File: src/rtl/mtep_pkg.sv
// Package for the track event parser: parse phase type, event kind and
// error codes, and the byte codes the decoder compares against.
// No dependencies.
package mtep_pkg;

   // parse phase of the byte decoder
   typedef enum logic [3:0] {
      PH_DELTA      = 4'd0,
      PH_STATUS     = 4'd1,
      PH_DATA       = 4'd2,
      PH_META_TYPE  = 4'd3,
      PH_META_LEN   = 4'd4,
      PH_META_DATA  = 4'd5,
      PH_SYSEX_LEN  = 4'd6,
      PH_SYSEX_DATA = 4'd7,
      PH_HALT       = 4'd8
   } phase_type;

   // event kind codes
   localparam logic [2:0] KIND_CHANNEL  = 3'd0;
   localparam logic [2:0] KIND_REALTIME = 3'd1;
   localparam logic [2:0] KIND_META     = 3'd2;
   localparam logic [2:0] KIND_SYSEX    = 3'd3;
   localparam logic [2:0] KIND_ERROR    = 3'd4;

   // error codes
   localparam logic [1:0] ERR_NONE        = 2'd0;
   localparam logic [1:0] ERR_BAD_CMD     = 2'd1;
   localparam logic [1:0] ERR_NO_RUNNING  = 2'd2;
   localparam logic [1:0] ERR_BAD_RUNNING = 2'd3;

   // byte codes
   localparam logic [7:0] BYTE_META       = 8'hFF;
   localparam logic [7:0] BYTE_SYSEX      = 8'hF0;
   localparam logic [7:0] BYTE_SYSEX_ESC  = 8'hF7;
   localparam logic [7:0] BYTE_REALTIME   = 8'hF8;
   localparam logic [3:0] NIB_SYSTEM      = 4'hF;
   localparam logic [3:0] NIB_PROG_CHANGE = 4'hC;
   localparam logic [3:0] NIB_CHAN_PRESS  = 4'hD;

   // one result transaction
   typedef struct packed {
      logic [2:0]  kind;
      logic [7:0]  status;
      logic [3:0]  channel;
      logic [7:0]  data_first;
      logic [7:0]  data_second;
      logic [7:0]  meta_kind;
      logic [7:0]  payload_byte;
      logic        payload_valid;
      logic        event_done;
      logic [31:0] delta_time;
      logic        used_running;
      logic [1:0]  error_code;
   } result_type;

endpackage

File: src/rtl/midi_track_event_parser_top.sv
// Track event parser top level: byte-wise decoder and registered result.
// Depends on mtep_pkg.
//
// Usage:
//   The req_ channel carries one track-body byte per transaction; set
//   req_tuser on the first byte of a track to clear running status, delta
//   and the parse phase before that byte is decoded.
//   The rsp_ channel carries decoded events: one transaction per channel
//   message, real-time byte or empty meta/sysex event, and one per meta or
//   sysex payload byte. rsp_tlast marks the last transaction of an event and
//   every error. After an error the block swallows bytes silently until a
//   byte with req_tuser set arrives.
// Timing: a result is registered and appears on rsp_ in the cycle after the byte that caused it is accepted.
// Throughput: one byte per cycle while req_tready is high; the decode of each byte is one pass of
//   logic from the parser state registers into the result register.
// Stall: req_tready stays high while the result register is empty or being
//   taken; while a result waits and rsp_tready is low, input is held off.
// Reset: synchronous, clears the parse state and empties the result
//   register; no results are pending after reset.
module midi_track_event_parser_top (
   input  logic        clock,
   input  logic        reset,
   input  logic        req_tvalid,
   output logic        req_tready,
   input  logic [7:0]  req_tdata,   // [7:0] in_byte
   input  logic        req_tuser,   // [0] track_start
   output logic        rsp_tvalid,
   input  logic        rsp_tready,
   output logic [79:0] rsp_tdata,   // [7:0] status, [11:8] channel,
                                    // [19:12] data_first, [27:20] data_second,
                                    // [35:28] meta_kind, [43:36] payload_byte,
                                    // [44] payload_valid, [76:45] delta_time,
                                    // [77] used_running, [79:78] error_code
   output logic [2:0]  rsp_tuser,   // [2:0] kind
   output logic        rsp_tlast    // event_done
);

   // parser state
   mtep_pkg::phase_type phase_ff, phase_in;
   logic [7:0]  running_byte_ff, running_byte_in;
   logic [7:0]  current_byte_ff, current_byte_in;
   logic [31:0] delta_ff, delta_in;
   logic [31:0] length_ff, length_in;
   logic [31:0] seen_ff, seen_in;
   logic [1:0]  needed_ff, needed_in;
   logic [7:0]  held_data_ff, held_data_in;
   logic [7:0]  held_meta_ff, held_meta_in;
   logic        running_flag_ff, running_flag_in;

   // result register
   logic                   rsp_valid_ff, rsp_valid_in;
   mtep_pkg::result_type   rsp_ff;
   mtep_pkg::result_type   res;
   logic                   res_valid;
   logic                   finish_evt;

   logic accept;
   logic [7:0] b;

   // state as seen by this byte (track start clears it first)
   mtep_pkg::phase_type phase_cur;
   logic [7:0]  running_cur, current_cur, held_data_cur, held_meta_cur;
   logic [31:0] delta_cur, length_cur, seen_cur;
   logic [1:0]  needed_cur;
   logic        running_flag_cur;

   // derived decode terms
   logic [3:0]  b_hi, run_hi;
   logic        run_one_byte, cmd_one_byte;
   logic [31:0] delta_shift, length_shift, seen_inc;
   logic        seen_reached;

   assign req_tready = !rsp_valid_ff || rsp_tready;
   assign accept     = req_tvalid && req_tready;
   assign b          = req_tdata;

   assign phase_cur        = req_tuser ? mtep_pkg::PH_DELTA : phase_ff;
   assign running_cur      = req_tuser ? 8'd0  : running_byte_ff;
   assign current_cur      = req_tuser ? 8'd0  : current_byte_ff;
   assign held_data_cur    = req_tuser ? 8'd0  : held_data_ff;
   assign held_meta_cur    = req_tuser ? 8'd0  : held_meta_ff;
   assign delta_cur        = req_tuser ? 32'd0 : delta_ff;
   assign length_cur       = req_tuser ? 32'd0 : length_ff;
   assign seen_cur         = req_tuser ? 32'd0 : seen_ff;
   assign needed_cur       = req_tuser ? 2'd0  : needed_ff;
   assign running_flag_cur = req_tuser ? 1'b0  : running_flag_ff;

   assign b_hi         = b[7:4];
   assign run_hi       = running_cur[7:4];
   assign run_one_byte = (run_hi == mtep_pkg::NIB_PROG_CHANGE) ||
                         (run_hi == mtep_pkg::NIB_CHAN_PRESS);
   assign cmd_one_byte = (b_hi == mtep_pkg::NIB_PROG_CHANGE) ||
                         (b_hi == mtep_pkg::NIB_CHAN_PRESS);
   assign delta_shift  = {delta_cur[24:0], b[6:0]};
   assign length_shift = {length_cur[24:0], b[6:0]};
   assign seen_inc     = seen_cur + 32'd1;
   assign seen_reached = (seen_inc >= length_cur);

   // next parse phase
   always_comb begin
      phase_in = phase_cur;
      unique case (phase_cur) inside
         mtep_pkg::PH_DELTA: begin
            if (!b[7]) phase_in = mtep_pkg::PH_STATUS;
         end
         mtep_pkg::PH_STATUS: begin
            if (b[7]) begin
               if (b == mtep_pkg::BYTE_META) begin
                  phase_in = mtep_pkg::PH_META_TYPE;
               end else if (b == mtep_pkg::BYTE_SYSEX || b == mtep_pkg::BYTE_SYSEX_ESC) begin
                  phase_in = mtep_pkg::PH_SYSEX_LEN;
               end else if (b >= mtep_pkg::BYTE_REALTIME) begin
                  phase_in = mtep_pkg::PH_DELTA;
               end else if (b_hi == mtep_pkg::NIB_SYSTEM) begin
                  phase_in = mtep_pkg::PH_HALT;
               end else begin
                  phase_in = mtep_pkg::PH_DATA;
               end
            end else if (running_cur == 8'd0 || run_hi == mtep_pkg::NIB_SYSTEM) begin
               phase_in = mtep_pkg::PH_HALT;
            end else if (run_one_byte) begin
               phase_in = mtep_pkg::PH_DELTA;
            end else begin
               phase_in = mtep_pkg::PH_DATA;
            end
         end
         mtep_pkg::PH_DATA: begin
            if (!(needed_cur == 2'd2 && seen_cur == 32'd0)) phase_in = mtep_pkg::PH_DELTA;
         end
         mtep_pkg::PH_META_TYPE: begin
            phase_in = mtep_pkg::PH_META_LEN;
         end
         mtep_pkg::PH_META_LEN: begin
            if (!b[7]) begin
               phase_in = (length_shift != 32'd0) ? mtep_pkg::PH_META_DATA
                                                  : mtep_pkg::PH_DELTA;
            end
         end
         mtep_pkg::PH_SYSEX_LEN: begin
            if (!b[7]) begin
               phase_in = (length_shift != 32'd0) ? mtep_pkg::PH_SYSEX_DATA
                                                  : mtep_pkg::PH_DELTA;
            end
         end
         mtep_pkg::PH_META_DATA, mtep_pkg::PH_SYSEX_DATA: begin
            if (seen_reached) phase_in = mtep_pkg::PH_DELTA;
         end
         mtep_pkg::PH_HALT: begin
            phase_in = mtep_pkg::PH_HALT;
         end
         default: phase_in = mtep_pkg::PH_HALT;
      endcase
   end

   // result of this byte
   always_comb begin
      res            = '0;
      res.delta_time = delta_cur;
      res_valid      = 1'b0;
      finish_evt     = 1'b0;
      case (phase_cur)
         mtep_pkg::PH_STATUS: begin
            if (b[7]) begin
               if (b == mtep_pkg::BYTE_META || b == mtep_pkg::BYTE_SYSEX ||
                   b == mtep_pkg::BYTE_SYSEX_ESC) begin
                  res_valid = 1'b0;
               end else if (b >= mtep_pkg::BYTE_REALTIME) begin
                  res_valid      = 1'b1;
                  finish_evt     = 1'b1;
                  res.kind       = mtep_pkg::KIND_REALTIME;
                  res.status     = b;
                  res.channel    = b[3:0];
                  res.event_done = 1'b1;
               end else if (b_hi == mtep_pkg::NIB_SYSTEM) begin
                  res_valid      = 1'b1;
                  res.kind       = mtep_pkg::KIND_ERROR;
                  res.status     = b;
                  res.channel    = b[3:0];
                  res.event_done = 1'b1;
                  res.error_code = mtep_pkg::ERR_BAD_CMD;
               end
            end else if (running_cur == 8'd0) begin
               res_valid      = 1'b1;
               res.kind       = mtep_pkg::KIND_ERROR;
               res.event_done = 1'b1;
               res.error_code = mtep_pkg::ERR_NO_RUNNING;
            end else if (run_hi == mtep_pkg::NIB_SYSTEM) begin
               res_valid      = 1'b1;
               res.kind       = mtep_pkg::KIND_ERROR;
               res.status     = running_cur;
               res.channel    = running_cur[3:0];
               res.event_done = 1'b1;
               res.error_code = mtep_pkg::ERR_BAD_RUNNING;
            end else if (run_one_byte) begin
               res_valid        = 1'b1;
               finish_evt       = 1'b1;
               res.kind         = mtep_pkg::KIND_CHANNEL;
               res.status       = running_cur;
               res.channel      = running_cur[3:0];
               res.data_first   = b;
               res.used_running = 1'b1;
               res.event_done   = 1'b1;
            end
         end
         mtep_pkg::PH_DATA: begin
            if (!(needed_cur == 2'd2 && seen_cur == 32'd0)) begin
               res_valid        = 1'b1;
               finish_evt       = 1'b1;
               res.kind         = mtep_pkg::KIND_CHANNEL;
               res.status       = current_cur;
               res.channel      = current_cur[3:0];
               res.data_first   = (needed_cur == 2'd2) ? held_data_cur : b;
               res.data_second  = (needed_cur == 2'd2) ? b : 8'd0;
               res.used_running = running_flag_cur;
               res.event_done   = 1'b1;
            end
         end
         mtep_pkg::PH_META_LEN: begin
            if (!b[7] && length_shift == 32'd0) begin
               res_valid      = 1'b1;
               finish_evt     = 1'b1;
               res.kind       = mtep_pkg::KIND_META;
               res.status     = mtep_pkg::BYTE_META;
               res.channel    = mtep_pkg::BYTE_META[3:0];
               res.meta_kind  = held_meta_cur;
               res.event_done = 1'b1;
            end
         end
         mtep_pkg::PH_SYSEX_LEN: begin
            if (!b[7] && length_shift == 32'd0) begin
               res_valid      = 1'b1;
               finish_evt     = 1'b1;
               res.kind       = mtep_pkg::KIND_SYSEX;
               res.status     = current_cur;
               res.channel    = current_cur[3:0];
               res.event_done = 1'b1;
            end
         end
         mtep_pkg::PH_META_DATA: begin
            res_valid         = 1'b1;
            finish_evt        = seen_reached;
            res.kind          = mtep_pkg::KIND_META;
            res.status        = mtep_pkg::BYTE_META;
            res.channel       = mtep_pkg::BYTE_META[3:0];
            res.meta_kind     = held_meta_cur;
            res.payload_byte  = b;
            res.payload_valid = 1'b1;
            res.event_done    = seen_reached;
         end
         mtep_pkg::PH_SYSEX_DATA: begin
            res_valid         = 1'b1;
            finish_evt        = seen_reached;
            res.kind          = mtep_pkg::KIND_SYSEX;
            res.status        = current_cur;
            res.channel       = current_cur[3:0];
            res.payload_byte  = b;
            res.payload_valid = 1'b1;
            res.event_done    = seen_reached;
         end
         default: res_valid = 1'b0;
      endcase
   end

   // datapath registers next values
   always_comb begin
      running_byte_in = running_cur;
      current_byte_in = current_cur;
      delta_in        = delta_cur;
      length_in       = length_cur;
      seen_in         = seen_cur;
      needed_in       = needed_cur;
      held_data_in    = held_data_cur;
      held_meta_in    = held_meta_cur;
      running_flag_in = running_flag_cur;
      case (phase_cur) inside
         mtep_pkg::PH_DELTA: begin
            delta_in = delta_shift;
         end
         mtep_pkg::PH_STATUS: begin
            if (b[7]) begin
               current_byte_in = b;
               running_byte_in = b;
               running_flag_in = 1'b0;
               if (b == mtep_pkg::BYTE_SYSEX || b == mtep_pkg::BYTE_SYSEX_ESC) begin
                  length_in = 32'd0;
               end else if (b < mtep_pkg::BYTE_REALTIME && b != mtep_pkg::BYTE_META &&
                            b_hi != mtep_pkg::NIB_SYSTEM) begin
                  needed_in = cmd_one_byte ? 2'd1 : 2'd2;
                  seen_in   = 32'd0;
               end
            end else if (running_cur != 8'd0 && run_hi != mtep_pkg::NIB_SYSTEM) begin
               current_byte_in = running_cur;
               running_flag_in = 1'b1;
               if (run_one_byte) begin
                  needed_in = 2'd1;
               end else begin
                  needed_in    = 2'd2;
                  held_data_in = b;
                  seen_in      = 32'd1;
               end
            end
         end
         mtep_pkg::PH_DATA: begin
            if (needed_cur == 2'd2 && seen_cur == 32'd0) begin
               held_data_in = b;
               seen_in      = 32'd1;
            end
         end
         mtep_pkg::PH_META_TYPE: begin
            held_meta_in = b;
            length_in    = 32'd0;
         end
         mtep_pkg::PH_META_LEN, mtep_pkg::PH_SYSEX_LEN: begin
            length_in = length_shift;
            if (!b[7] && length_shift != 32'd0) seen_in = 32'd0;
         end
         mtep_pkg::PH_META_DATA, mtep_pkg::PH_SYSEX_DATA: begin
            seen_in = seen_inc;
         end
         default: seen_in = seen_cur;
      endcase
      // end of a good event clears delta and the running-status mark
      if (finish_evt) begin
         delta_in        = 32'd0;
         running_flag_in = 1'b0;
      end
   end

   // result register valid: load on accepted byte, clear when taken
   always_comb begin
      rsp_valid_in = rsp_valid_ff;
      if (accept) begin
         rsp_valid_in = res_valid;
      end else if (rsp_tready) begin
         rsp_valid_in = 1'b0;
      end
   end

   // state registers
   always_ff @(posedge clock) begin
      if (reset) begin
         phase_ff        <= mtep_pkg::PH_DELTA;
         running_byte_ff <= 8'd0;
         current_byte_ff <= 8'd0;
         delta_ff        <= 32'd0;
         length_ff       <= 32'd0;
         seen_ff         <= 32'd0;
         needed_ff       <= 2'd0;
         held_data_ff    <= 8'd0;
         held_meta_ff    <= 8'd0;
         running_flag_ff <= 1'b0;
         rsp_valid_ff    <= 1'b0;
      end else begin
         rsp_valid_ff <= rsp_valid_in;
         if (accept) begin
            phase_ff        <= phase_in;
            running_byte_ff <= running_byte_in;
            current_byte_ff <= current_byte_in;
            delta_ff        <= delta_in;
            length_ff       <= length_in;
            seen_ff         <= seen_in;
            needed_ff       <= needed_in;
            held_data_ff    <= held_data_in;
            held_meta_ff    <= held_meta_in;
            running_flag_ff <= running_flag_in;
         end
      end
   end

   // result payload register
   always_ff @(posedge clock) begin
      if (accept && res_valid) begin
         rsp_ff <= res;
      end
   end

   // output packing
   assign rsp_tvalid = rsp_valid_ff;
   assign rsp_tuser  = rsp_ff.kind;
   assign rsp_tlast  = rsp_ff.event_done;
   assign rsp_tdata  = {rsp_ff.error_code, rsp_ff.used_running, rsp_ff.delta_time,
                        rsp_ff.payload_valid, rsp_ff.payload_byte, rsp_ff.meta_kind,
                        rsp_ff.data_second, rsp_ff.data_first, rsp_ff.channel,
                        rsp_ff.status};

endmodule

File: config.mk
export PLATFORM = sky130hd
export DESIGN_NAME = midi_track_event_parser_top
export DESIGN_NICKNAME = d
export VERILOG_FILES = /design/src/rtl/mtep_pkg.sv /design/src/rtl/midi_track_event_parser_top.sv
export SDC_FILE = /design/constraint.sdc
export NUM_CORES = 1
export LEC_CHECK = 0
export BUFFER_PORTS_ARGS = -buffer_cell sky130_fd_sc_hd__buf_2
export CAP_MARGIN = 20
export CORE_MARGIN = 2
export CORE_UTILIZATION = 30
export CTS_CLUSTER_SIZE = 12
export DETAILED_ROUTE_END_ITERATION = 8
export MAX_ROUTING_LAYER = met4
export SLEW_MARGIN = 20
export SYNTH_ARGS = -nofsm -noshare
export SYNTH_HDL_FRONTEND = slang
export SYNTH_SLANG_ARGS = --single-unit
File: constraint.sdc
create_clock -name clock -period 8 [get_ports clock]
set_input_delay 1.6 -clock clock [delete_from_list [all_inputs] [get_ports clock]]
set_output_delay 1.6 -clock clock [all_outputs]
set_load 0.01 [all_outputs]
Word-level counts from Yosys, hierarchy flattened
Cells that the tools add are included.
{"block": "totals", "ff_bits": 220, "in_bits": 13, "out_inout_bits": 86, "wordCells": 202}
{"block": "op_classes", "add_sub_neg": 1, "order_cmp": 3, "eq_ne": 20, "n_mux": 126, "n_bitwise": 2, "n_reduce_logical": 27}
{"operator": "32-bit 2-to-1 mux", "count": 25}
{"operator": "8-bit 2-to-1 mux", "count": 27}
{"operator": "15-bit one-hot mux with 6 select lines", "count": 1}
{"operator": "15-bit 2-to-1 mux", "count": 5}
{"operator": "32-bit zero test", "count": 2}
{"operator": "4-bit 2-to-1 mux", "count": 12}
{"operator": "20-bit 2-to-1 mux", "count": 2}
{"operator": "32-bit by 1-bit adder with 32-bit output (second input constant)", "count": 1}
{"operator": "32-bit >= comparator", "count": 1}
{"operator": "8-bit one-hot mux with 2 select lines", "count": 2}
{"operator": "32-bit nonzero test", "count": 1}
{"operator": "14-bit 2-to-1 mux", "count": 2}
{"operator": "2-bit 2-to-1 mux", "count": 14}
{"operator": "28-bit 2-to-1 mux", "count": 1}
{"operator": "4-bit one-hot mux with 7 select lines", "count": 1}
{"operator": "1-bit 2-to-1 mux", "count": 27}
{"operator": "4-bit equality test (second input constant)", "count": 6}
{"operator": "8-bit equality test (second input constant)", "count": 3}
{"operator": "4-bit by 3-bit equality test with 1-bit output (second input constant)", "count": 4}
{"operator": "1-bit one-hot mux with 4 select lines", "count": 3}
{"operator": "3-bit 2-to-1 mux", "count": 3}
{"operator": "4-bit by 2-bit equality test with 1-bit output (second input constant)", "count": 2}
{"operator": "8-bit >= comparator (second input constant)", "count": 1}
{"operator": "1-bit logical AND", "count": 8}
{"operator": "15 further kinds", "count": 25}

Longest topological paths before layout
{"block": "logic_depth", "word_depth": 9, "ltp_mapped": 21, "depth_no_buf": 15}

Worst setup path before layout
No wires, ideal clock.
{"block": "synth_path", "path_kind": "in2reg", "startpoint": "input port req_tuser", "endpoint": "register rsp_ff (netlist bit rsp_tdata[0]) (enable)", "setup_time_ns": 0.519, "arrival_time_ns": 6.958, "required_ns": 7.481, "slack_ns": 0.523, "cell_stages": 15, "n_path_buf": 5, "cell_sequence": "clkbuf_1 -> clkbuf_1 -> buf_1 -> buf_1 -> clkbuf_1 -> nor2b_1 -> inv_1 -> ha_1 -> nor4b_1 -> nand4_1 -> nor3_1 -> o21a_1 -> o221ai_1 -> nor2_1 -> nor2_1"}
{"block": "synth_between", "elab_chain_cells": 9, "elab_cells_between_ends": 31, "classes_between": "10 x eq/ne; 12 x mux; 9 x reduce/logical"}
{"element": "start: declaration", "line": "midi_track_event_parser_top.sv:26", "source": "input logic req_tuser,"}
{"element": "8-bit 2-to-1 mux", "line": "midi_track_event_parser_top.sv:78", "source": "assign running_cur = req_tuser ? 8'd0 : running_byte_ff;"}
{"element": "4-bit equality test, on equally long branches", "line": "midi_track_event_parser_top.sv:90, midi_track_event_parser_top.sv:91"}
{"element": "1-bit logical OR", "line": "midi_track_event_parser_top.sv:90", "source": "assign run_one_byte = (run_hi == mtep_pkg::NIB_PROG_CHANGE) ||"}
{"element": "1-bit 2-to-1 mux", "line": "midi_track_event_parser_top.sv:194", "source": "end else if (run_one_byte) begin"}
{"element": "1-bit 2-to-1 mux", "line": "midi_track_event_parser_top.sv:187", "source": "end else if (run_hi == mtep_pkg::NIB_SYSTEM) begin"}
{"element": "1-bit 2-to-1 mux", "line": "midi_track_event_parser_top.sv:182", "source": "end else if (running_cur == 8'd0) begin"}
{"element": "1-bit 2-to-1 mux", "line": "midi_track_event_parser_top.sv:163", "source": "if (b[7]) begin"}
{"element": "1-bit one-hot mux with 4 select lines (*)", "line": "midi_track_event_parser_top.sv:161", "source": "case (phase_cur)"}
{"element": "1-bit logical AND (*)", "line": "midi_track_event_parser_top.sv:372", "source": "if (accept && res_valid) begin"}
{"element": "end signal: assignment", "line": "midi_track_event_parser_top.sv:373", "source": "rsp_ff <= res;"}
{"element": "end: declaration", "line": "midi_track_event_parser_top.sv:52", "source": "mtep_pkg::result_type rsp_ff;"}
Mark *: on every way between the ends. The rest lies on a longest branch, timed or not.
A chain may end at the register's enable or synchronous reset.

Final worst setup path
{"block": "layout_path", "startpoint": "input port req_tuser", "endpoint": "register delta_ff[21]"}
{"block": "layout_between", "elab_chain_cells": 9, "elab_cells_between_ends": 36, "classes_between": "1 x add/sub; 1 x order compare; 10 x eq/ne; 15 x mux; 9 x reduce/logical"}
{"element": "parallel branches: the longest is 8 deep, another holds 32-bit by 1-bit adder with 32-bit output"}
{"element": "32-bit 2-to-1 mux (*)", "line": "midi_track_event_parser_top.sv:323", "source": "if (finish_evt) begin"}
{"element": "end signal: assignment", "line": "midi_track_event_parser_top.sv:359", "source": "delta_ff <= delta_in;"}
{"element": "end: declaration", "line": "midi_track_event_parser_top.sv:42", "source": "logic [31:0] delta_ff, delta_in;"}
Mark *: on every way between the ends.

==> flow_summary.toml <==
[clocking]
clkLatencyLatePin_ns = 0.54
cts-root-buf = "clkbuf_16"
numCtsBuffers = 25
cts_tree = "built"
cts_num_sinks = 216
htreeDepth = 1
cts_setup_buffers = 0
ctsResizeCount = 0
cts_buffer_depth = 3
clk_pin_slew_ns = 0.06
hold_buffers = 0

[global_route]
grtUsageTotal_pct = 17.60
grt_overflow = 0
grt_pass1_vias = 8819
grt_max_degree = 70
grt_pass1_wl_um = 51720
antenna_found_initial = 0

[outcome]
failed_checks = "design-rule violations"
status = "finished, violations left"

[power_and_ir_drop]
vdd_drop_max_v = 0.0001267
leakage_nw = 4.669
p_total_mw = 2.364
powerDensity_nw_per_um2 = 188.9

[worst_setup_path]
cp-start-kind = "primary input"
endpoint_kind = "flop"
required_ns = 8.45
r2r_setup_slack_ns = 3.44
crit_chain = "buf_4 -> and3b_1 -> nand4_1 -> nor4_1 -> nand3_1 -> xor2_1 -> nor2_1 -> ha_1 -> nand2_1 -> nor2_1 -> a211oi_1 -> nand3_1 -> o211ai_1 -> a41o_4 -> a22o_1"
cp_num_buf_inv = 1
crit_family = "simple AND/OR/NAND/NOR gates"
rr_startpoint = "phase_ff[2]"
worst-setup-path-type = "in2reg"
cp_max_fo = 34
crit_path_max_incr_delay_ns = 0.89
critPathArrivalTime_ns = 5.88
reg2regPathDepth = 6
r2r_end = "rsp_tdata[67]"
cp_slowest_cell = "nor4_1"

[cells_and_area]
synthToLayoutAreaGrowth_pct = 15.08
stdcell_area_um2 = 12510
layout_common_cells = "dfxtp_1, nor2_1, nand2_1"
seq_area_um2 = 5125
multiInputGateArea_um2 = 5361
nets = 1279
fillers = 3631
diodes = 0
layout_commonest_cell = "dfxtp_1"
final_layout_size_suffix_gt1_share_pct = 14.58
post-route-util_pct = 35.09

[floorplanning]
core_area_um2 = 35660
die_w_um = 194.4
row_count = 69
ioPinCount = 99
dieArea_um2 = 37780
die_h_um = 194.4
initial_core_util_pct = 30.49

[logic_synthesis]
synth_cells = 1172
avgSynthCellArea_um2 = 9.276
synth_seq_area_share_pct = 47.14
synthFlopType = "dfxtp_1"
synth_edf_count = 80
synth_area_um2 = 10870
synth-seq-cells = 216
ys_async_sr_fraction_pct = 0
syn_nets = 1219
synth.distinct_cells = 77
ys_warn_count = 0

[timing]
setup_viol = 0
worst_pin_slew_ns = 1.060
slew_violations = 0
slew_headroom_pct = 29.34
rsz0062_at_grt = "no"
min_period_ns = 5.428
timing.final.ws_setup_ns = 2.572
tns_ns = 0
hold_violations = 0
min_period_over_period_pct = 67.86
max_freq_mhz = 184.2
clock_skew_ns = 0.02991

[place]
place_congestion = 0.9722
hpwl_um = 23510
post_dp_cell_area_um2 = 11740
place_ws_ns = 2.145
place.port_buffers = 98

[min_path]
hp-start = "delta_ff[30]"
hold_end = "delta_ff[30]"
min_path_type = "reg2reg"
hold_path_depth = 1

[flow_run]
cap_violations = 0

[route]
wl_per_cell_um = 19.57
via_count = 9557
routed_wirelength_um = 33440
post-route-drc-count = 14
firstDrtPassIters = 9
drt-initial-drc-count = 958
ant_nets = 0
vias_per_cell = 5.592
==> synthesized netlist by cell type (16+ instances only) <==
master / instances / share of area, %
dfxtp_1: 136 / 25
nor2_1: 136 / 4.7
nand2_1: 120 / 4.1
edfxtp_1: 80 / 22
clkbuf_1: 67 / 2.3
a22oi_1: 62 / 4.3
a21oi_1: 51 / 2.3
o21ai_0: 47 / 2.2
a22o_1: 44 / 3.5
nor2b_1: 44 / 2.5
ha_1: 34 / 3.9
nand3_1: 27 / 1.2
and2_1: 26 / 1.5
nor3_1: 21 / 0.97
nor4_1: 19 / 1.1
and3_1: 18 / 1.0
xnor2_1: 17 / 1.4
inv_1: 16 / 0.55
nand4_1: 16 / 0.92
==> flip-flops by register name, indices dropped and copies added, names as in the netlist <==
| register | cells |
|---|---|
| seen_ff | 32 |
| rsp_tdata | 76 |
| running_flag_ff | 1 |
| rsp_tvalid | 1 |
| length_ff | 32 |
| phase_ff | 4 |
| held_data_ff | 8 |
| running_byte_ff | 8 |
| rsp_tlast | 1 |
| rsp_tuser | 3 |
| held_meta_ff | 8 |
| delta_ff | 32 |
| needed_ff | 2 |
| current_byte_ff | 8 |
==> final cells by class <==
| cell class | count | share of cell area, % |
|---|---|---|
| Inverter | 19 | 0.5701 |
| Clock inverter | 10 | 0.6801 |
| Sequential cell | 216 | 40.96 |
| Tap cell | 461 | 4.610 |
| Clock buffer | 33 | 5.481 |
| Timing Repair Buffer | 113 | 4.841 |
| Multi-Input combinational cell | 857 | 42.85 |
==> cell families (layout without fill, tap and decap cells) <==
| group | count (synthesis) | after routing | share of synthesized area [%] |
|---|---|---|---|
| xor+xnor | 29 | 29 | 2.336 |
| compound gates | 310 | 310 | 20.42 |
| buf+inv | 99 | 175 | 3.763 |
| fa+ha+maj | 34 | 34 | 3.913 |
| flops | 216 | 216 | 47.14 |
| mux | 10 | 10 | 1.001 |
| simple gates | 474 | 474 | 21.43 |
==> worst max-delay path by stage <==
stage                         start            to  cells after the start
after floorplan           req_tuser  rsp_tdata[0]                     15
after global placement    req_tuser   delta_ff[5]                     15
after detailed placement  req_tuser  delta_ff[28]                     15
after CTS                 req_tuser  delta_ff[21]                     15
after global routing      req_tuser  delta_ff[21]                     15
final                     req_tuser  delta_ff[21]                     15
==> per-layer routing <==
metal  track usage (%)  up-vias  wire length [µm]
li1                  -     4455                 -
met1             24.62     4518             15100
met2             25.14      497             14010
met5                 -        -                 0
met3             3.297       87              3106
met4             6.638        0              1222
==> stage by stage <==
stage	std cells	hold WS [ns]
2_1_floorplan	1172	0.4409
3_3_place_gp	1666	0.4554
3_5_place_dp	1666	0.4589
4_1_cts	1709	0.4726
5_1_grt	1709	0.4951
6_report	1709	0.4702
==> where the power goes <==
group / switching (mW) / leakage (nW) / internal (mW)
sequential: 0.00762 / 1.87 / 1.14
clock: 0.455 / 0.373 / 0.632
combinational: 0.0964 / 2.42 / 0.0300
total: 0.559 / 4.67 / 1.81
(Power assumes the default switching activity.)
